$ cat config.mk
export PLATFORM = sky130hd
export DESIGN_NAME = qrm_div
export DESIGN_NICKNAME = d
export VERILOG_FILES = /design/src/sv/quaternion_to_rotation_matrix_core_macros.svh /design/src/sv/qrm_pkg.sv /design/src/sv/qrm_div.sv
export SDC_FILE = /design/constraint.sdc
export NUM_CORES = 2
export LEC_CHECK = 0
export BUFFER_PORTS_ARGS = -buffer_cell sky130_fd_sc_hd__buf_2
export CORE_MARGIN = 2
export CORE_UTILIZATION = 35
export CTS_CLUSTER_SIZE = 12
export DETAILED_ROUTE_END_ITERATION = 16
export PLACE_DENSITY = 0.55
export SLEW_MARGIN = 15
export SYNTH_ARGS = -nofsm -noshare
export SYNTH_HDL_FRONTEND = slang
export SYNTH_SLANG_ARGS = --single-unit
$ cat constraint.sdc
create_clock -name clk -period 11.6 [get_ports clk]
set_input_delay 2.32 -clock clk [delete_from_list [all_inputs] [get_ports clk]]
set_output_delay 2.32 -clock clk [all_outputs]
set_load 0.1 [all_outputs]
$ cat src/sv/quaternion_to_rotation_matrix_core_macros.svh
// ----------------------------------------------------------------------------
// Assertion macros for the quaternion to rotation matrix core
// Concurrent checks clocked on clk and disabled while rst_n is low.
// ----------------------------------------------------------------------------
`ifndef QUATERNION_TO_ROTATION_MATRIX_CORE_MACROS_SVH
`define QUATERNION_TO_ROTATION_MATRIX_CORE_MACROS_SVH

// Same-cycle implication
`define QRM_ASSERT_NOW(lbl, ante, cons) \
  lbl: assert property (@(posedge clk) disable iff (!rst_n) (ante) |-> (cons)) \
    else $error("qrm: assertion failed");

// Next-cycle implication
`define QRM_ASSERT_NEXT(lbl, ante, cons) \
  lbl: assert property (@(posedge clk) disable iff (!rst_n) (ante) |=> (cons)) \
    else $error("qrm: assertion failed");

`endif

$ cat src/sv/qrm_pkg.sv
// ----------------------------------------------------------------------------
// qrm_pkg
// Shared constants for the quaternion to rotation matrix core.
// ----------------------------------------------------------------------------
`default_nettype none

package qrm_pkg;

  // Port widths
  localparam int IN_W  = 32;
  localparam int OUT_W = 16;

  // Default fixed-point formats
  localparam int DEF_IN_FRAC_BITS  = 16;
  localparam int DEF_OUT_FRAC_BITS = 14;

  // Quotient bits: output bits plus one rounding bit
  localparam int QUOT_W = OUT_W + 1;

  // Divider stages: magnitude stage, one stage per quotient bit, round stage
  localparam int DIV_LAT = QUOT_W + 2;

  // Rounded magnitude limits before saturation
  localparam logic [QUOT_W:0] RND_POS_LIM = (QUOT_W+1)'(2**(OUT_W-1) - 1);
  localparam logic [QUOT_W:0] RND_NEG_LIM = (QUOT_W+1)'(2**(OUT_W-1));

  // Saturated output codes
  localparam logic [OUT_W-1:0] OUT_POS_SAT = {1'b0, {(OUT_W-1){1'b1}}};
  localparam logic [OUT_W-1:0] OUT_NEG_SAT = {1'b1, {(OUT_W-1){1'b0}}};

endpackage

`default_nettype wire

$ cat src/sv/qrm_div.sv
// ----------------------------------------------------------------------------
// qrm_div
// One output lane: takes a signed numerator and a divisor, gives the
// rounded, saturated quotient scaled by 2^OUT_FRAC_BITS. Restoring divider,
// one quotient bit per stage.
// ----------------------------------------------------------------------------
`default_nettype none

module qrm_div #(
  parameter int IN_FRAC_BITS  = qrm_pkg::DEF_IN_FRAC_BITS,
  parameter int OUT_FRAC_BITS = qrm_pkg::DEF_OUT_FRAC_BITS
) (
  input  wire logic                              clk,
  input  wire logic signed [2*IN_FRAC_BITS+3:0]  v_in,
  input  wire logic [2*IN_FRAC_BITS+1:0]         d_in,
  output logic signed [qrm_pkg::OUT_W-1:0]       r_out
);

  localparam int F  = IN_FRAC_BITS;
  localparam int VW = 2*F + 4;
  localparam int MW = VW - 1;
  localparam int DW = 2*F + 2;
  localparam int CW = 2*F + OUT_FRAC_BITS + 20;
  localparam int QW = qrm_pkg::QUOT_W;
  localparam int OW = qrm_pkg::OUT_W;

  // Stage 0: magnitude, scaled numerator and overflow check
  logic [MW-1:0]  mag;
  logic [CW-1:0]  n0;
  logic [CW-1:0]  lim;
  logic [CW-1:0]  s0_rem_r;
  logic [DW-1:0]  s0_d_r;
  logic           s0_neg_r;
  logic           s0_ovf_r;

  assign mag = v_in[VW-1] ? MW'(-v_in) : MW'(v_in);
  assign n0  = CW'(mag) << (OUT_FRAC_BITS + 1);
  assign lim = CW'(d_in) << QW;

  always_ff @(posedge clk) begin
    s0_rem_r <= n0;
    s0_d_r   <= d_in;
    s0_neg_r <= v_in[VW-1];
    s0_ovf_r <= n0 >= lim;
  end

  // Quotient stages, most significant bit first
  logic [CW-1:0] rem_r [QW];
  logic [QW-1:0] q_r   [QW];
  logic [DW-1:0] d_r   [QW];
  logic          neg_r [QW];
  logic          ovf_r [QW];

  for (genvar j = 0; j < QW; j++) begin : g_bit
    localparam int B = QW - 1 - j;
    logic [CW-1:0] prev_rem;
    logic [QW-1:0] prev_q;
    logic [DW-1:0] prev_d;
    logic          prev_neg;
    logic          prev_ovf;
    logic [CW-1:0] dsh;
    logic          take;

    if (j == 0) begin : g_first
      assign prev_rem = s0_rem_r;
      assign prev_q   = '0;
      assign prev_d   = s0_d_r;
      assign prev_neg = s0_neg_r;
      assign prev_ovf = s0_ovf_r;
    end else begin : g_next
      assign prev_rem = rem_r[j-1];
      assign prev_q   = q_r[j-1];
      assign prev_d   = d_r[j-1];
      assign prev_neg = neg_r[j-1];
      assign prev_ovf = ovf_r[j-1];
    end

    assign dsh  = CW'(prev_d) << B;
    assign take = prev_rem >= dsh;

    always_ff @(posedge clk) begin
      rem_r[j] <= take ? (prev_rem - dsh) : prev_rem;
      q_r[j]   <= {prev_q[QW-2:0], take};
      d_r[j]   <= prev_d;
      neg_r[j] <= prev_neg;
      ovf_r[j] <= prev_ovf;
    end
  end

  // Round half away from zero, apply sign, saturate
  logic [QW:0]      rnd;
  logic [OW-1:0]    r_nxt;
  logic [OW-1:0]    r_r;

  assign rnd = ((QW+1)'(q_r[QW-1]) + (QW+1)'(1)) >> 1;

  always_comb begin
    if (neg_r[QW-1]) begin
      if (ovf_r[QW-1] || (rnd > qrm_pkg::RND_NEG_LIM)) begin
        r_nxt = qrm_pkg::OUT_NEG_SAT;
      end else begin
        r_nxt = -rnd[OW-1:0];
      end
    end else begin
      if (ovf_r[QW-1] || (rnd > qrm_pkg::RND_POS_LIM)) begin
        r_nxt = qrm_pkg::OUT_POS_SAT;
      end else begin
        r_nxt = rnd[OW-1:0];
      end
    end
  end

  always_ff @(posedge clk) begin
    r_r <= r_nxt;
  end

  assign r_out = $signed(r_r);

endmodule

`default_nettype wire
After elaboration in Yosys (flattened, before gate mapping). Memories as Yosys holds them, arrays and structs flattened. Index checks and enable logic that the tools add are counted.

Memories kept: 5. Memory bits (writable): 2023. Register bits: 87. Output and inout port bits: 16.

Add/sub/neg operators: 20. Magnitude comparators: 20. Mux-type cells: 21. Reductions and logical operators: 2.

Memory list: rem_r (words 17, bits a word 66, read ports 16, clocked after Yosys merged registers in 0, wr ports 17, RTL line qrm_div.sv:48) `logic [CW-1:0] rem_r [QW];`; d_r (words 17, bits a word 34, read ports 16, clocked after Yosys merged registers in 0, wr ports 17, RTL line qrm_div.sv:50) `logic [DW-1:0] d_r [QW];`; q_r (words 17, bits a word 17, read ports 17, clocked after Yosys merged registers in 0, wr ports 17, RTL line qrm_div.sv:49) `logic [QW-1:0] q_r [QW];`; neg_r (words 17, bits a word 1, read ports 17, clocked after Yosys merged registers in 0, wr ports 17, RTL line qrm_div.sv:51) `logic neg_r [QW];`; ovf_r (words 17, bits a word 1, read ports 17, clocked after Yosys merged registers in 0, wr ports 17, RTL line qrm_div.sv:52) `logic ovf_r [QW];`.

Operator list (number): 66-bit 2-to-1 mux (17); 66-bit by 34-bit >= comparator with 1-bit output (1); 66-bit by 35-bit >= comparator with 1-bit output (1); 66-bit by 36-bit >= comparator with 1-bit output (1); 66-bit by 37-bit >= comparator with 1-bit output (1); 66-bit by 38-bit >= comparator with 1-bit output (1); 66-bit by 39-bit >= comparator with 1-bit output (1); 66-bit by 40-bit >= comparator with 1-bit output (1); 66-bit by 41-bit >= comparator with 1-bit output (1); 66-bit by 42-bit >= comparator with 1-bit output (1); 66-bit by 43-bit >= comparator with 1-bit output (1); 66-bit by 44-bit >= comparator with 1-bit output (1); 66-bit by 45-bit >= comparator with 1-bit output (1); 66-bit by 46-bit >= comparator with 1-bit output (1); 66-bit by 47-bit >= comparator with 1-bit output (1); 66-bit by 48-bit >= comparator with 1-bit output (1); 66-bit by 49-bit >= comparator with 1-bit output (1); 66-bit by 34-bit subtractor with 66-bit output (1); 66-bit by 35-bit subtractor with 66-bit output (1); 66-bit by 36-bit subtractor with 66-bit output (1); 66-bit by 37-bit subtractor with 66-bit output (1); 66-bit by 38-bit subtractor with 66-bit output (1); 66-bit by 39-bit subtractor with 66-bit output (1); 66-bit by 40-bit subtractor with 66-bit output (1); 20 further kinds (23).

Depth between registers and ports, before layout. An unclocked memory read counts as a cell.

Word-level depth: 6. Depth in mapped cells: 21. Depth with buffers taken out: 20.

Least setup slack after synthesis. No wires, ideal clock.

Path type: input -> register. Start: input v_in[16]. End: register s0_ovf_r (netlist: g_bit[0].prev_ovf). Arrival time: 5819 ps. Path buffers: 0. Setup time: 117 ps. Path slack: 5664 ps. Stages on the path: 12. Cell sequence: or4_1 or3_1 or3_1 or4_1 or3_1 o41ai_1 xnor2_1 ha_1 a21o_1 a2111oi_0 o21ai_0 o2bb2ai_1.

Cells in the longest elaborated chain, start to end: 3.

Ends and longest elaborated chain: from (decl) (RTL line qrm_div.sv:14) `input wire logic signed [2*IN_FRAC_BITS+3:0] v_in,`; 35-bit negator (RTL line qrm_div.sv:36) `assign mag = v_in[VW-1] ? MW'(-v_in) : MW'(v_in);`; 35-bit 2-to-1 mux (RTL line qrm_div.sv:36); named net mag[29] (RTL line qrm_div.sv:28) `logic [MW-1:0] mag;`; 50-bit by 51-bit >= comparator with 1-bit output (RTL line qrm_div.sv:44) `s0_ovf_r <= n0 >= lim;`; to (signal assigned) (RTL line qrm_div.sv:44); to (decl) (RTL line qrm_div.sv:34) `logic s0_ovf_r;`.

The timed path passes the listed nets, and every way through them passes these cells.

Final worst setup path. Ends and elaborated chain as after synthesis.

==> impl_metrics.csv <==
group,metric,value,unit
outcome,status,"completed",
yosys,ys_seq_area_frac,0.423,
timing,hold_viol_final,0,
timing,grt_setup_unrepaired,"no",
yosys,yosysMostFrequentCell,"dfxtp_1",
yosys,syn_area,81700,µm²
timing,final-max-slew-violation-count,0,
floorplanning,dieArea,237000,µm²
timing,max_freq,0.176,GHz
timing,relSlewSlack,0.272,
place,portBuffers,86,
routing,via_per_inst,5.03,
final_layout,post-route-util,0.394,
clock_network,cts_sinks,1724,
global_route,grt_max_degree,70,
floorplanning,core_area,232000,µm²
place,gp_congestion,0.900,
yosys,yosys_warnings,0,
timing,setup_tns,0,ns
clock_network,cts_buffers,189,
clock_network,htreeDepth,4,
floorplanning,fp.dieW,487,µm
yosys,yosysTopAreaCellShare,0.423,
yosys,synth_seq_cells,1724,
critical_path,worstSetupEndpointType,"flip-flop",
pwr,ir_drop,0.134,mV
critical_path,reg2reg_from,"rem_r[0][861]",
final_layout,fin_nets,9932,
clock_network,cts_setup_buffers,0,
clock_network,root_buffer,"clkbuf_16",
timing,fin_crit_sh,0.491,
yosys,synth_cells,9194,
place,dpl_worst_slack,5.13,ns
final_layout,synthToLayoutAreaGrowth,12.1,%
clock_network,clockBufferDepth,3,
yosys,ys_types,102,
global_route,grt_pass1_wl,343,mm
final_layout,final_cell_count_no_fill,12411,
clock_network,clk_pin_slew,0.06,ns
critical_path,crit_start,"v_in[16]",
timing,fin_ws,5.91,ns
critical_path,worstSetupPathType,"input pin to flip-flop",
floorplanning,num_rows,177,
global_route,grt_pass1_vias,63776,
floorplanning,chipHeight,487,µm
final_layout,drive_above_1_share,0.0659,
routing,drt-pass1-iter-count,6,
run,drv_cap,0,
clock_network,ctsHoldBuffers,0,
yosys,async_flop_share,0,
critical_path,cp_max_fo,4,
critical_path,worstPathRequired,12.32,ns
place,place_inst,12082,
routing,ant_nets,0,
global_route,antenna_found_initial,4,
pwr,power.density,291,nW/µm²
yosys,yosys.area.top_type,"dfxtp_1",
routing,drcViolationCount,0,
routing,routed_wl,215,mm
timing,worst_clock_skew,0.0658,ns
clock_network,insertion_delay,0.85,ns
timing,tightest_slew,1.08,ns
critical_path,reg2reg_slack,6.55,ns
final_layout,final_cell_area,91500,µm²
clock_network,cts_resized,0,
timing,min_period,5.69,ns
routing,routedWlPerCell,17.3,µm
critical_path,rr_worst_depth,14,
place,place_area,85200,µm²
yosys,syn_nets,9896,
critical_path,cp-start-kind,"input pin",
global_route,grt_usage,0.179,
place,hpwl,173,mm
clock_network,cts_tree,"yes",
critical_path,cp.arrival,6.41,ns
timing,setup_viol_count_final,0,
global_route,overflow,0,
floorplanning,pin_count,87,
yosys,synth_edf_count,0,
routing,vias,62448,
yosys,synth_common_cells,"dfxtp_1 (1724), inv_1 (772), nand2_1 (771)",
yosys,syn-mean-instance-area,8.88,µm²
critical_path,setup.worst_path.end,"g_bit[0].prev_ovf",
floorplanning,start_util,0.352,
routing,drt_iter0_drc,3551,
pwr,power.leakage,40.4,nW
yosys,synth_ff_type,"dfxtp_1",
yosys,yosys-top-cells-area,"dfxtp_1 (42%), ha_1 (9.4%), xnor2_1 (5.3%)",
critical_path,worstReg2RegEnd,"rem_r[0][980]",
hold_path,hold_class,"flip-flop to flip-flop",
per-stage QoR:
| stage | hold slack (ns) | total power, mW |
|---|---|---|
| 6_report | 0.318 | 26.6 |
| 5_1_grt | 0.323 | 28.6 |
| 4_1_cts | 0.312 | 26.8 |
| 3_5_place_dp | 0.312 | 20.7 |
| 3_3_place_gp | 0.311 | 20.6 |
| 2_1_floorplan | 0.310 | 17.6 |
per-layer routing:
layer,share of wire,vias up,GRT usage
li1,-,31884,-
met1,0.41,28990,0.194
met2,0.52,1131,0.342
met3,0.031,443,0.0238
met4,0.043,0,0.0765
met5,0,-,0
cell type report:
cell class | instances | area [µm²]
Sequential cell | 1724 | 34500
Clock inverter | 65 | 913
Tap cell | 3043 | 3810
Timing Repair Buffer | 122 | 701
Clock buffer | 261 | 5420
Inverter | 775 | 2910
Fill cell | 23141 | 141000
Antenna cell | 3 | 7.51
Multi-Input combinational cell | 6418 | 43300
worst min path at each step:
stage               cells after the start  slack (ns)     endpoint               from
global placement                        0        0.31  q_r[0][274]        q_r[0][256]
CTS                                     0        0.31  d_r[0][399]        d_r[0][365]
global route                            0        0.32  d_r[0][399]        d_r[0][365]
detailed placement                      0        0.31    ovf_r[15]          ovf_r[14]
finish                                  0        0.32  d_r[0][399]        d_r[0][365]
floorplan                               0        0.31  neg_r[0][0]  g_bit[0].prev_neg
power breakdown:
part / internal, mW / switching (mW) / leakage [nW]
registers: 7.80 / 1.37 / 14.5
clock network: 3.54 / 2.47 / 3.11
logic: 4.89 / 6.54 / 22.8
total: 16.2 / 10.4 / 40.4
cell families after synthesis:
| logic type | synth area share |
|---|---|
| AO/OA/AOI/OAI | 0.169 |
| XOR/XNOR | 0.0925 |
| buffers and inverters | 0.0491 |
| adder cells (fa/ha/maj) | 0.0981 |
| multiplexers | 0.0130 |
| AND/OR/NAND/NOR | 0.156 |
| flip-flops | 0.423 |
state kept, by name (all words and copies together), names as in the netlist:
register / flops
rem_r: 906
neg_r: 17
g_bit.prev_neg: 1
ovf_r: 17
g_bit.prev_d: 34
g_bit.prev_ovf: 1
g_bit.prev_rem: 35
d_r: 544
r_out: 16
q_r: 153
layout by cell type, fill, tap and decap left out, types with 114 or more instances in the layout:
cell and count:
xnor2_1 494, xor2_1 369, o21ai_0 604, nand2b_1 114, dfxtp_1 1724, inv_1 772, nand4_1 149, nor3_1 209
ha_1 615, a21oi_1 671, clkbuf_16 190, a21o_1 331, nand3_1 181, nor2_1 601, nand2_1 771
critical path: stages:
cell and delay [ns]:
buf_2 0.12, or4_1 0.56, or3_1 0.37, or3_1 0.39, or4_1 0.45, or3_1 0.41, o41ai_1 0.33, xnor2_1 0.19
ha_1 0.28, a21o_1 0.18, a2111oi_0 0.43, o21ai_0 0.22, o2bb2ai_1 0.17
Power figures use the tool's default switching activity.
