[config.mk]
export PLATFORM = sky130hd
export DESIGN_NAME = qrm_isqrt
export DESIGN_NICKNAME = d
export VERILOG_FILES = /design/src/sv/quaternion_to_rotation_matrix_core_macros.svh /design/src/sv/qrm_pkg.sv /design/src/sv/qrm_isqrt.sv
export SDC_FILE = /design/constraint.sdc
export NUM_CORES = 1
export LEC_CHECK = 0
export ABC_CLOCK_PERIOD_IN_PS = 2300
export BUFFER_PORTS_ARGS = -buffer_cell sky130_fd_sc_hd__buf_2
export CORE_MARGIN = 5
export CORE_UTILIZATION = 45
export CTS_CLUSTER_DIAMETER = 60
export DETAILED_ROUTE_END_ITERATION = 7
export HOLD_SLACK_MARGIN = 0.05
export PLACE_DENSITY_LB_ADDON = 0.1
export SYNTH_ARGS = -nofsm -noshare
export SYNTH_HDL_FRONTEND = slang
export SYNTH_SLANG_ARGS = --single-unit
[constraint.sdc]
create_clock -name clk -period 2.3 [get_ports clk]
set_input_delay 0 -clock clk [delete_from_list [all_inputs] [get_ports clk]]
set_output_delay 0 -clock clk [all_outputs]
set_load 0.02 [all_outputs]
[src/sv/quaternion_to_rotation_matrix_core_macros.svh]
// ----------------------------------------------------------------------------
// Assertion macros for the quaternion to rotation matrix core
// Concurrent checks clocked on clk and disabled while rst_n is low.
// ----------------------------------------------------------------------------
`ifndef QUATERNION_TO_ROTATION_MATRIX_CORE_MACROS_SVH
`define QUATERNION_TO_ROTATION_MATRIX_CORE_MACROS_SVH

// Same-cycle implication
`define QRM_ASSERT_NOW(lbl, ante, cons) \
  lbl: assert property (@(posedge clk) disable iff (!rst_n) (ante) |-> (cons)) \
    else $error("qrm: assertion failed");

// Next-cycle implication
`define QRM_ASSERT_NEXT(lbl, ante, cons) \
  lbl: assert property (@(posedge clk) disable iff (!rst_n) (ante) |=> (cons)) \
    else $error("qrm: assertion failed");

`endif

[src/sv/qrm_pkg.sv]
// ----------------------------------------------------------------------------
// qrm_pkg
// Shared constants for the quaternion to rotation matrix core.
// ----------------------------------------------------------------------------
`default_nettype none

package qrm_pkg;

  // Port widths
  localparam int IN_W  = 32;
  localparam int OUT_W = 16;

  // Default fixed-point formats
  localparam int DEF_IN_FRAC_BITS  = 16;
  localparam int DEF_OUT_FRAC_BITS = 14;

  // Quotient bits: output bits plus one rounding bit
  localparam int QUOT_W = OUT_W + 1;

  // Divider stages: magnitude stage, one stage per quotient bit, round stage
  localparam int DIV_LAT = QUOT_W + 2;

  // Rounded magnitude limits before saturation
  localparam logic [QUOT_W:0] RND_POS_LIM = (QUOT_W+1)'(2**(OUT_W-1) - 1);
  localparam logic [QUOT_W:0] RND_NEG_LIM = (QUOT_W+1)'(2**(OUT_W-1));

  // Saturated output codes
  localparam logic [OUT_W-1:0] OUT_POS_SAT = {1'b0, {(OUT_W-1){1'b1}}};
  localparam logic [OUT_W-1:0] OUT_NEG_SAT = {1'b1, {(OUT_W-1){1'b0}}};

endpackage

`default_nettype wire

[src/sv/qrm_isqrt.sv]
// ----------------------------------------------------------------------------
// qrm_isqrt
// Pipelined integer square root, one root bit per stage, with a side word
// that travels alongside. Result is the floor of the root.
// ----------------------------------------------------------------------------
`default_nettype none

module qrm_isqrt #(
  parameter int ROOT_W = qrm_pkg::DEF_IN_FRAC_BITS,
  parameter int SIDE_W = 1
) (
  input  wire logic                  clk,
  input  wire logic                  rst_n,
  input  wire logic                  in_vld,
  input  wire logic [2*ROOT_W-1:0]   in_n,
  input  wire logic [SIDE_W-1:0]     in_side,
  output logic                       out_vld,
  output logic [ROOT_W-1:0]          out_root,
  output logic [2*ROOT_W-1:0]        out_n,
  output logic [SIDE_W-1:0]          out_side
);

  localparam int RW = 2*ROOT_W;

  logic              vld_r  [ROOT_W];
  logic [RW-1:0]     rem_r  [ROOT_W];
  logic [ROOT_W-1:0] res_r  [ROOT_W];
  logic [RW-1:0]     n_r    [ROOT_W];
  logic [SIDE_W-1:0] side_r [ROOT_W];

  for (genvar i = 0; i < ROOT_W; i++) begin : g_stage
    localparam int K = ROOT_W - 1 - i;
    logic              prev_vld;
    logic [RW-1:0]     prev_rem;
    logic [ROOT_W-1:0] prev_res;
    logic [RW-1:0]     prev_n;
    logic [SIDE_W-1:0] prev_side;
    logic [RW:0]       trial;
    logic              take;

    if (i == 0) begin : g_first
      assign prev_vld  = in_vld;
      assign prev_rem  = in_n;
      assign prev_res  = '0;
      assign prev_n    = in_n;
      assign prev_side = in_side;
    end else begin : g_next
      assign prev_vld  = vld_r[i-1];
      assign prev_rem  = rem_r[i-1];
      assign prev_res  = res_r[i-1];
      assign prev_n    = n_r[i-1];
      assign prev_side = side_r[i-1];
    end

    // Try the next root bit: (r + 2^k)^2 - r^2 = r*2^(k+1) + 2^(2k)
    assign trial = ((RW+1)'(prev_res) << (K+1)) + ((RW+1)'(1) << (2*K));
    assign take  = {1'b0, prev_rem} >= trial;

    always_ff @(posedge clk) begin
      if (!rst_n) begin
        vld_r[i] <= 1'b0;
      end else begin
        vld_r[i] <= prev_vld;
      end
      rem_r[i]  <= take ? (prev_rem - trial[RW-1:0]) : prev_rem;
      res_r[i]  <= take ? (prev_res | (ROOT_W'(1) << K)) : prev_res;
      n_r[i]    <= prev_n;
      side_r[i] <= prev_side;
    end
  end

  assign out_vld  = vld_r[ROOT_W-1];
  assign out_root = res_r[ROOT_W-1];
  assign out_n    = n_r[ROOT_W-1];
  assign out_side = side_r[ROOT_W-1];

endmodule

`default_nettype wire

### Word-level counts from Yosys, hierarchy flattened

Memory sizes are Yosys's and may differ from the RTL's.
Cells that the tools add are included.

* word-level logic and storage cells: 118
* input bits: 36
* memories: 5
* output and inout port bits: 50
* RAM bits: 1312
* register bits after elaboration: 0

Memories
* n_r: depth 16, bits a word 32, rd ports 16, clocked after Yosys merged registers in 0, wr ports 16, RTL line qrm_isqrt.sv:28 `logic [RW-1:0] n_r [ROOT_W];`
* rem_r: depth 16, bits a word 32, rd ports 15, clocked after Yosys merged registers in 0, wr ports 16, RTL line qrm_isqrt.sv:26 `logic [RW-1:0] rem_r [ROOT_W];`
* res_r: depth 16, bits a word 16, rd ports 16, clocked after Yosys merged registers in 0, wr ports 16, RTL line qrm_isqrt.sv:27 `logic [ROOT_W-1:0] res_r [ROOT_W];`
* side_r: depth 16, bits a word 1, rd ports 16, clocked after Yosys merged registers in 0, wr ports 16, RTL line qrm_isqrt.sv:29 `logic [SIDE_W-1:0] side_r [ROOT_W];`
* vld_r: depth 16, bits a word 1, rd ports 16, clocked after Yosys merged registers in 0, wr ports 16, RTL line qrm_isqrt.sv:25 `logic vld_r [ROOT_W];`

* order comparisons: 16
* add/subtract/negate cells: 31
* multiplexer cells: 50
* bitwise operators: 16

Operator list (count)
* two-way mux 32 bit: 16
* subtractor 32 bit: 2
* >= comparator 32 x 33 -> 1 bit: 1
* adder 31 x 29 -> 32 bit (second input constant): 1
* >= comparator 32 x 19 -> 1 bit: 1
* >= comparator 32 x 20 -> 1 bit: 1
* >= comparator 32 x 21 -> 1 bit: 1
* >= comparator 32 x 22 -> 1 bit: 1
* >= comparator 32 x 23 -> 1 bit: 1
* >= comparator 32 x 24 -> 1 bit: 1
* >= comparator 32 x 25 -> 1 bit: 1
* >= comparator 32 x 26 -> 1 bit: 1
* >= comparator 32 x 27 -> 1 bit: 1
* >= comparator 32 x 28 -> 1 bit: 1
* >= comparator 32 x 29 -> 1 bit: 1
* >= comparator 32 x 30 -> 1 bit: 1
* >= comparator 32 x 31 -> 1 bit: 1
* >= comparator 32 x 31 -> 1 bit (second input constant): 1
* >= comparator 32 bit: 1
* subtractor 32 x 19 -> 32 bit: 1
* subtractor 32 x 20 -> 32 bit: 1
* subtractor 32 x 21 -> 32 bit: 1
* subtractor 32 x 22 -> 32 bit: 1
* subtractor 32 x 23 -> 32 bit: 1
* other kinds (40): 73

### Longest topological paths before layout

Gate-level depths: netlist of the first run.
An unclocked memory read counts as a cell.

* depth in word-level cells: 4
* mapped depth: 12
* gate-level depth less buffers: 10

### Least setup slack after synthesis of the first run

OpenSTA, ideal clock, no wires.

* path kind: register -> register
* from: mem res_r[13][15] in the netlist's numbering
* to: mem rem_r[1][209] in the netlist's numbering
* cell stages (with the launch flop): 11
* arrival: 2434 ps
* library setup time: 117 ps
* buffers on the path: 2
* path slack: -251 ps
* clock period less this slack: 2551 ps
* cells stage by stage: dfxtp_1 > inv_1 > ha_1 > clkbuf_1 > a2111oi_2 > nand2_1 > or2_2 > nor4_4 > buf_2 > nor2_1 > a22o_1

RTL lines (RTL line)
* start, declared: qrm_isqrt.sv:27
* end, declared: qrm_isqrt.sv:26

==> results of run 1 <==
[routing by layer]
metal  GRT usage  routed length [um]
met1       0.208               26600
met2       0.341               34400
met3      0.0314                1900
met4      0.0676                2460
met5           0                   0
[cell families after synthesis]
| family | Yosys count | share of synthesized area |
|---|---|---|
| buf+inv | 216 | 0.0288 |
| flops | 920 | 0.637 |
| mux | 22 | 0.00817 |
| simple gates | 663 | 0.120 |
| fa+ha+maj | 150 | 0.0649 |
| compound gates | 383 | 0.0836 |
| xor+xnor | 191 | 0.0578 |
[state kept, by name, summed over array words and instances, names as in the netlist]
register  flops
n_r         512
rem_r       240
res_r       136
side_r       16
vld_r        16
[worst max-delay path, stage by stage, from the launching register on]
cell	delay, ns
dfxtp_2	0.33
inv_2	0.04
ha_4	0.20
nor2b_4	0.12
o31a_1	0.26
or3_4	0.35
a21oi_4	0.17
a21oi_2	0.08
nor4_4	0.19
buf_6	0.20
buf_8	0.15
inv_4	0.04
mux2_2	0.26
[placed cells by master (no fill, tap or decap), types with 15 or more instances in the layout]
cell / n
nand2_1: 105
nor3_4: 16
nand2_4: 17
a21oi_1: 54
clkbuf_1: 16
dfxtp_1: 849
nor4_4: 19
nand2b_1: 30
and2_1: 24
dfxtp_2: 70
buf_2: 86
nor4_1: 51
dlygate4sd3_1: 68
ha_4: 45
o21a_1: 23
clkbuf_16: 94
nor2b_1: 16
inv_2: 31
a21o_1: 41
nand4_1: 27
nor3_2: 20
nor2_1: 103
o21ai_1: 28
buf_4: 381
ha_1: 103
buf_6: 44
o21ai_0: 58
clkinv_2: 15
xor2_1: 102
or3_1: 19
nand2_2: 32
inv_1: 150
o21ai_2: 38
xnor2_1: 77
a21oi_2: 26
nor3_1: 39
[timing repair]
action                                 in CTS  in global routing
hold buffers                               68                  0
resized for setup                         346                361
cloned                                     10                  3
endpoints found under the hold margin      52                  0
setup buffers                              66                 47
pin swaps                                  91                153
setup endpoints to repair                 191                209
[layout make-up]
cell class | count | area [sq um] | area share
Clock buffer | 117 | 2490 | 0.0605
Multi-Input combinational cell | 1409 | 12600 | 0.307
Sequential cell | 920 | 18500 | 0.450
Inverter | 185 | 709 | 0.0173
Timing Repair Buffer | 608 | 5020 | 0.122
Clock inverter | 51 | 693 | 0.0169
Antenna cell | 1 | 2.50 | 0.0000609
Tap cell | 855 | 1070 | 0.0260
[path summary, 6_finish.rpt]
check | endpoint | slack (ns) | depth (start not counted)
min reg2reg | n_r[1][188] | 0.32 | 0
max reg2reg | rem_r[1][201] | -0.23 | 12
max | rem_r[1][201] | -0.23 | 12
min | n_r[0][30] | 0.14 | 2
[Yosys cell counts (all sizes together) (7+ instances only)]
library cell  count
nand3            18
mux2i             9
o41ai             7
xor2            102
a21o             41
and3              9
o21a             23
nor4b            17
dfxtp           920
nor2b            23
a21oi            85
o31a              8
mux2             13
nor4             77
ha              150
inv             185
nor3             75
and2             27
a211oi           13
buf              12
or2               7
xnor2            89
clkbuf           19
or4              10
or3              30
a31oi             7
o31ai            18
nand2b           30
a2111oi           8
nor2            128
o21ai           132
nand2           155
nand4            27
[stage by stage]
| step | total power, uW | instance area (sq um) | instances | setup WS, ns | setup TNS [ns] |
|---|---|---|---|---|---|
| global route | 54700 | 41100 | 4146 | -0.361 | -25.52 |
| floorplan | 28300 | 29400 | 2545 | -0.149 | -2.65 |
| finish | 51900 | 41100 | 4146 | -0.229 | -11.57 |
| global placement | 33000 | 33400 | 3801 | -0.308 | -21.84 |
| CTS | 50300 | 39400 | 4110 | -0.296 | -11.79 |
| detailed placement | 33400 | 33400 | 3801 | -0.391 | -30.12 |
[power groups by stage]
stage | clock, uW | combinational (uW) | sequential (uW)
after global routing | 16300 | 16800 | 21600
after global placement | 0 | 11900 | 21200
final | 15300 | 15400 | 21300
after CTS | 15600 | 13700 | 21000
after detailed placement | 0 | 12200 | 21200
after floorplan | 0 | 7650 | 20600
==> metrics.md, run 1 <==
| Metric | Value |
|---|---|
| Status | finished, violations left |
| Failing checks | negative setup slack |
| Detailed Route Iter0 Violations | 630 |
| Net Sw Frac | 0.305 |
| Clk sinks | 920 |
| Detailed placer's ending HPWL | 44600 um |
| Site row count | 93 |
| Hold crit path type | in2reg |
| Final Cycle Share | 1.10 |
| Highest clock rate | 395 MHz |
| Vias per cell | 4.81 |
| Antenna violations before repair | 2 |
| Area leader, netlist | dfxtp_1 |
| Longest Clk Path Bufs | 3 |
| Final Setup Violations | 117 |
| Port buffer count | 85 |
| First-pass GRT wire length | 105000 um |
| Clock Latency Late Sink | 0.64 ns |
| CP Capture Type | flip-flop |
| Yosys top cell area share | 0.637 |
| DR WL/cell | 15.8 um |
| Largest net degree at the start of global routing | 18 |
| Syn_area_per_cell | 11.4 sq um |
| Cell internal pwr | 36000 uW |
| Fillers | 4744 |
| Critical Path AT | 3.04 ns |
| Htree depth | 3 |
| Syn nets | 2731 |
| Core ar. | 64100 sq um |
| Clock share of power | 0.294 |
| Die area | 69500 sq um |
| GRT overflow | 0 |
| Critical path required time | 2.81 ns |
| Hold Vio Cnt, Final | 0 |
| Worst-margin pin slew | 0.607 ns |
| Async SR Flop Fraction | 0 |
| Post-route minimum period | 2.53 ns |
| Detail Route Antenna Nets | 0 |
| Mapped Area | 28900 sq um |
| Fin util | 0.641 |
| Cell variety after synth | 70 |
| Via count | 19949 |
| Top_reg_cell synth | dfxtp_1 |
| Seq/Total Area, Yosys | 0.637 |
| Worst Setup SP | res_r[13][2] |
| Combinational share of power | 0.296 |
| Max Slew Vio Count | 0 |
| Ys Warns | 0 |
| DRT Wirelength | 65400 um |
| Synth Register Bits | 920 |
| Crit start category | flip-flop |
| Synth Instances | 2545 |
| Final Net Count | 3402 |
| # DRC | 0 |
| Layout area overhead | 42.1% |
| Worst-path fanout max | 7 |
| LEAKAGE | 0.0183 uW |
| Rel. slew slack | 0.591 |
| VDD IR max | 980 uV |
| Hold WS | 0.141 ns |
| Die Ht | 264 um |
| Worst R2R Start | res_r[13][2] |
| Synth top area cells | dfxtp_1 64%, ha_1 6.5%, xor2_1 3.1% |
| Vias in the first global route | 21131 |
| Starting Density | 0.451 |
| Post-synth EDFFs | 0 |
| Placer Congestion | 0.926 |
| Clock transition at path regs | 0.06 ns |
| Share of layout cells above drive strength 1 | 0.365 |
| Final setup margin | -0.229 ns |
| Psw | 15800 uW |
| Power per cell area | 1260 nW/um^2 |
| Max_cap viols | 0 |
| CTS Root Cell | clkbuf_16 |
| I/O pin count | 86 |
| CTS tree | done |
| Seq pwr share | 0.410 |
| Drt pass-1 iters | 5 |
| CP Class | reg2reg |
| Die width | 264 um |
| CTS buffer count | 92 |
| GRT Overall Usage | 0.182 |
| Startpoint of the worst hold path | in_n[30] |
| Final Skew | 0.0218 ns |
| RSZ-0062 raised after global routing | yes |
Power figures use the tool's default switching activity.
==> run 2, diff against run 1 <==
--- a/config.mk
+++ b/config.mk
@@ -7,6 +7,7 @@
 export LEC_CHECK = 0
 export ABC_CLOCK_PERIOD_IN_PS = 2300
 export BUFFER_PORTS_ARGS = -buffer_cell sky130_fd_sc_hd__buf_2
+export CORE_ASPECT_RATIO = 0.5
 export CORE_MARGIN = 5
 export CORE_UTILIZATION = 45
 export CTS_CLUSTER_DIAMETER = 60
==> run 2 against run 1 <==
The run still ends with negative setup slack left. Cell area fell by 3.0%. Combinational power fell by 8%. Hold slack improved by 0.075 ns. Sequential share of layout area rose by 1.3 points. Global-route usage fell by 1.7 points. Clock skew rose by 0.012 ns. Critical path depth did not move.
==> metrics.md, run 2 (synthesis gave the netlist of run 1 again) <==
| Metric | Value |
|---|---|
| Most flops, register | n_r |
| Via count | 19129 (-4.1%) |
| Hold Vio Cnt, Final | 0 (unchanged) |
| Largest regs | n_r (512), rem_r (240), res_r (136) |
| LEAKAGE | 0.0178 uW (-2.7%) |
| Crit-path slowest cell | dfxtp_2 |
| # DRC | 0 (unchanged) |
| Starting Density | 0.457 (+0.00542) |
| Final Net Count | 3355 (-1.4%) |
| Detail Route Antenna Nets | 0 (unchanged) |
| Status | finished, violations left |
| Largest register FFs | 512 (unchanged) |
| I/O pin count | 86 (unchanged) |
| GRT overflow | 0 (unchanged) |
| Critical path required time | 2.86 ns (+0.05 ns) |
| Die width | 369 um (+40%) |
| Clock Latency Late Sink | 0.65 ns (about the same) |
| Power per cell area | 1230 nW/um^2 (-2.2%) |
| Highest-count cells in the layout ignoring fill and taps | 869 x dfxtp_1, 361 x buf_4, 165 x inv_1 |
| Final Setup Violations | 94 (-20%) |
| VDD IR max | 631 uV (-36%) |
| DRT Wirelength | 58400 um (-11%) |
| Die Ht | 189 um (-28%) |
| GRT Overall Usage | 0.166 (-0.0166) |
| Worst-margin pin slew | 0.565 ns (-0.0428 ns) |
| Share of layout cells above drive strength 1 | 0.323 (-0.0421) |
| Fillers | 5005 (+5.5%) |
| Inserted Diodes | 0 (-1) |
| Worst-path fanout max | 6 (-1) |
| CTS buffer count | 78 (-15%) |
| DR WL/cell | 14.4 um (-8.9%) |
| Detailed placer's ending HPWL | 39800 um (-11%) |
| DP Worst Slack | -0.384 ns (+0.00789 ns) |
| Die area | 69800 sq um (+0.44%) |
| Drt pass-1 iters | 5 (unchanged) |
| Post-route minimum period | 2.56 ns (+0.0286 ns) |
| Placer Congestion | 0.846 (-8.6%) |
| Final instance area | 39900 sq um (-3.0%) |
| Hold crit path type | in2reg |
| Vias per cell | 4.70 (-2.2%) |
| Largest net degree at the start of global routing | 22 (+4) |
| Htree depth | 3 (unchanged) |
| Family with the most delay on the worst path | compound AO/OA/AOI/OAI gates |
| Max Slew Vio Count | 0 (unchanged) |
| Site row count | 65 (-30%) |
| Vias in the first global route | 19719 (-6.7%) |
| CP cell instances | inv_2 -> ha_4 -> nor2b_4 -> o31a_1 -> o41ai_2 -> buf_4 -> o21ai_4 -> a22o_1 -> or3_1 -> buf_6 -> nor4_4 -> xor2_1 |
| Fin util | 0.629 (-0.0119) |
| CTS tree | done |
| CTS Root Cell | clkbuf_16 |
| Fin cells | 4067 (-1.9%) |
| Placed insts | 3793 (-0.21%) |
| Port buffer count | 85 (unchanged) |
| Detailed Route Iter0 Violations | 652 (+3.5%) |
| CP Class | reg2reg |
| Post-DP Area | 33500 sq um (+0.12%) |
| RSZ-0062 raised after global routing | yes |
| Clk sinks | 920 (unchanged) |
| Core ar. | 63400 sq um (-1.2%) |
| Layout area overhead | 37.8% |
| Max_cap viols | 0 (unchanged) |
| Highest clock rate | 391 MHz (-1.1%) |
| Antenna violations before repair | 0 (-2) |
| Bufs and invs on worst path | 3 (-1) |
| Crit start category | flip-flop |
| Final Cycle Share | 1.11 (+0.0124) |
| Largest stage delay, worst path | 0.33 ns (-0.02 ns) |
| Critical Path AT | 3.11 ns (+0.07 ns) |
| Final Skew | 0.0342 ns (+0.0125 ns) |
| Failing checks | negative setup slack |
| Commonest non-fill, non-tap cell in the layout | dfxtp_1 |
| Clock transition at path regs | 0.07 ns (about the same) |
| CP Capture Type | flip-flop |
| First-pass GRT wire length | 95400 um (-9.4%) |
| Rel. slew slack | 0.620 (+0.0283) |
| Final setup margin | -0.257 ns (-0.0286 ns) |
| Longest Clk Path Bufs | 3 (unchanged) |
run 2: changes by cell type in the layout (fill, tap and decap cells not counted), sizes merged:
| cell | before | now |
|---|---|---|
| buf | 538 | 500 |
| bufinv | 12 | 11 |
| clkbuf | 119 | 107 |
| clkinvlp | 11 | 3 |
| diode | 1 | 0 |
| dlygate4sd3 | 68 | 70 |
| inv | 191 | 188 |
run 2: worst register-to-register path, cell delays in order (launching register included):
cell and delay, ns:
dfxtp_2 0.33, inv_2 0.04, ha_4 0.22, nor2b_4 0.13, o31a_1 0.27, o41ai_2 0.23
buf_4 0.19, o21ai_4 0.06, a22o_1 0.20, or3_1 0.33, buf_6 0.16, nor4_4 0.14
xor2_1 0.18
run 2: path summary, 6_finish.rpt:
check	startpoint	endpoint	slack [ns]	cells past startpoint
hold / removal	in_n[31]	rem_r[0][31]	0.22	4
setup / recovery	res_r[12][3]	rem_r[1][184]	-0.26	12
setup reg to reg	res_r[12][3]	rem_r[1][184]	-0.26	12
hold reg to reg	n_r[1][198]	n_r[1][230]	0.31	0
run 2: layer usage:
| metal | wire, um | GRT usage |
|---|---|---|
| met5 | 0 | 0 |
| met1 | 25100 | 0.191 |
| met2 | 29500 | 0.304 |
| met3 | 1700 | 0.0320 |
| met4 | 2060 | 0.0670 |
run 2: area by class of cell:
| type | count | area [sq um] | share of cell area |
|---|---|---|---|
| Inverter | 185 | 699 | 0.0175 |
| Clock buffer | 102 | 2180 | 0.0547 |
| Tap cell | 837 | 1050 | 0.0263 |
| Multi-Input combinational cell | 1409 | 12100 | 0.304 |
| Sequential cell | 920 | 18500 | 0.464 |
| Timing Repair Buffer | 575 | 4690 | 0.118 |
| Clock inverter | 39 | 652 | 0.0163 |
run 2: what timing repair did:
item | in CTS | in global routing
gates resized for setup | 277 | 254
endpoints found under the setup margin | 190 | 207
gates cloned | 5 | 6
endpoints found under the hold margin | 52 | 0
hold buffers | 70 | 0
buffers inserted | 35 | 31
pin swaps | 94 | 123
run 2: power by group:
group | switching, uW | internal (uW)
Combinational | 6640 | 7460
Sequential | 2130 | 18900
Clock | 5980 | 8090
Total | 14800 | 34400
run 2: stage by stage:
stage	TNS, ns	hold WS [ns]	total power [uW]
2_1_floorplan	-2.65	0.0277	28300
3_3_place_gp	-19.21	0.102	32800
3_5_place_dp	-22.93	0.110	33000
4_1_cts	-11.33	0.115	48300
5_1_grt	-22.16	0.183	52200
6_report	-11.03	0.217	49200
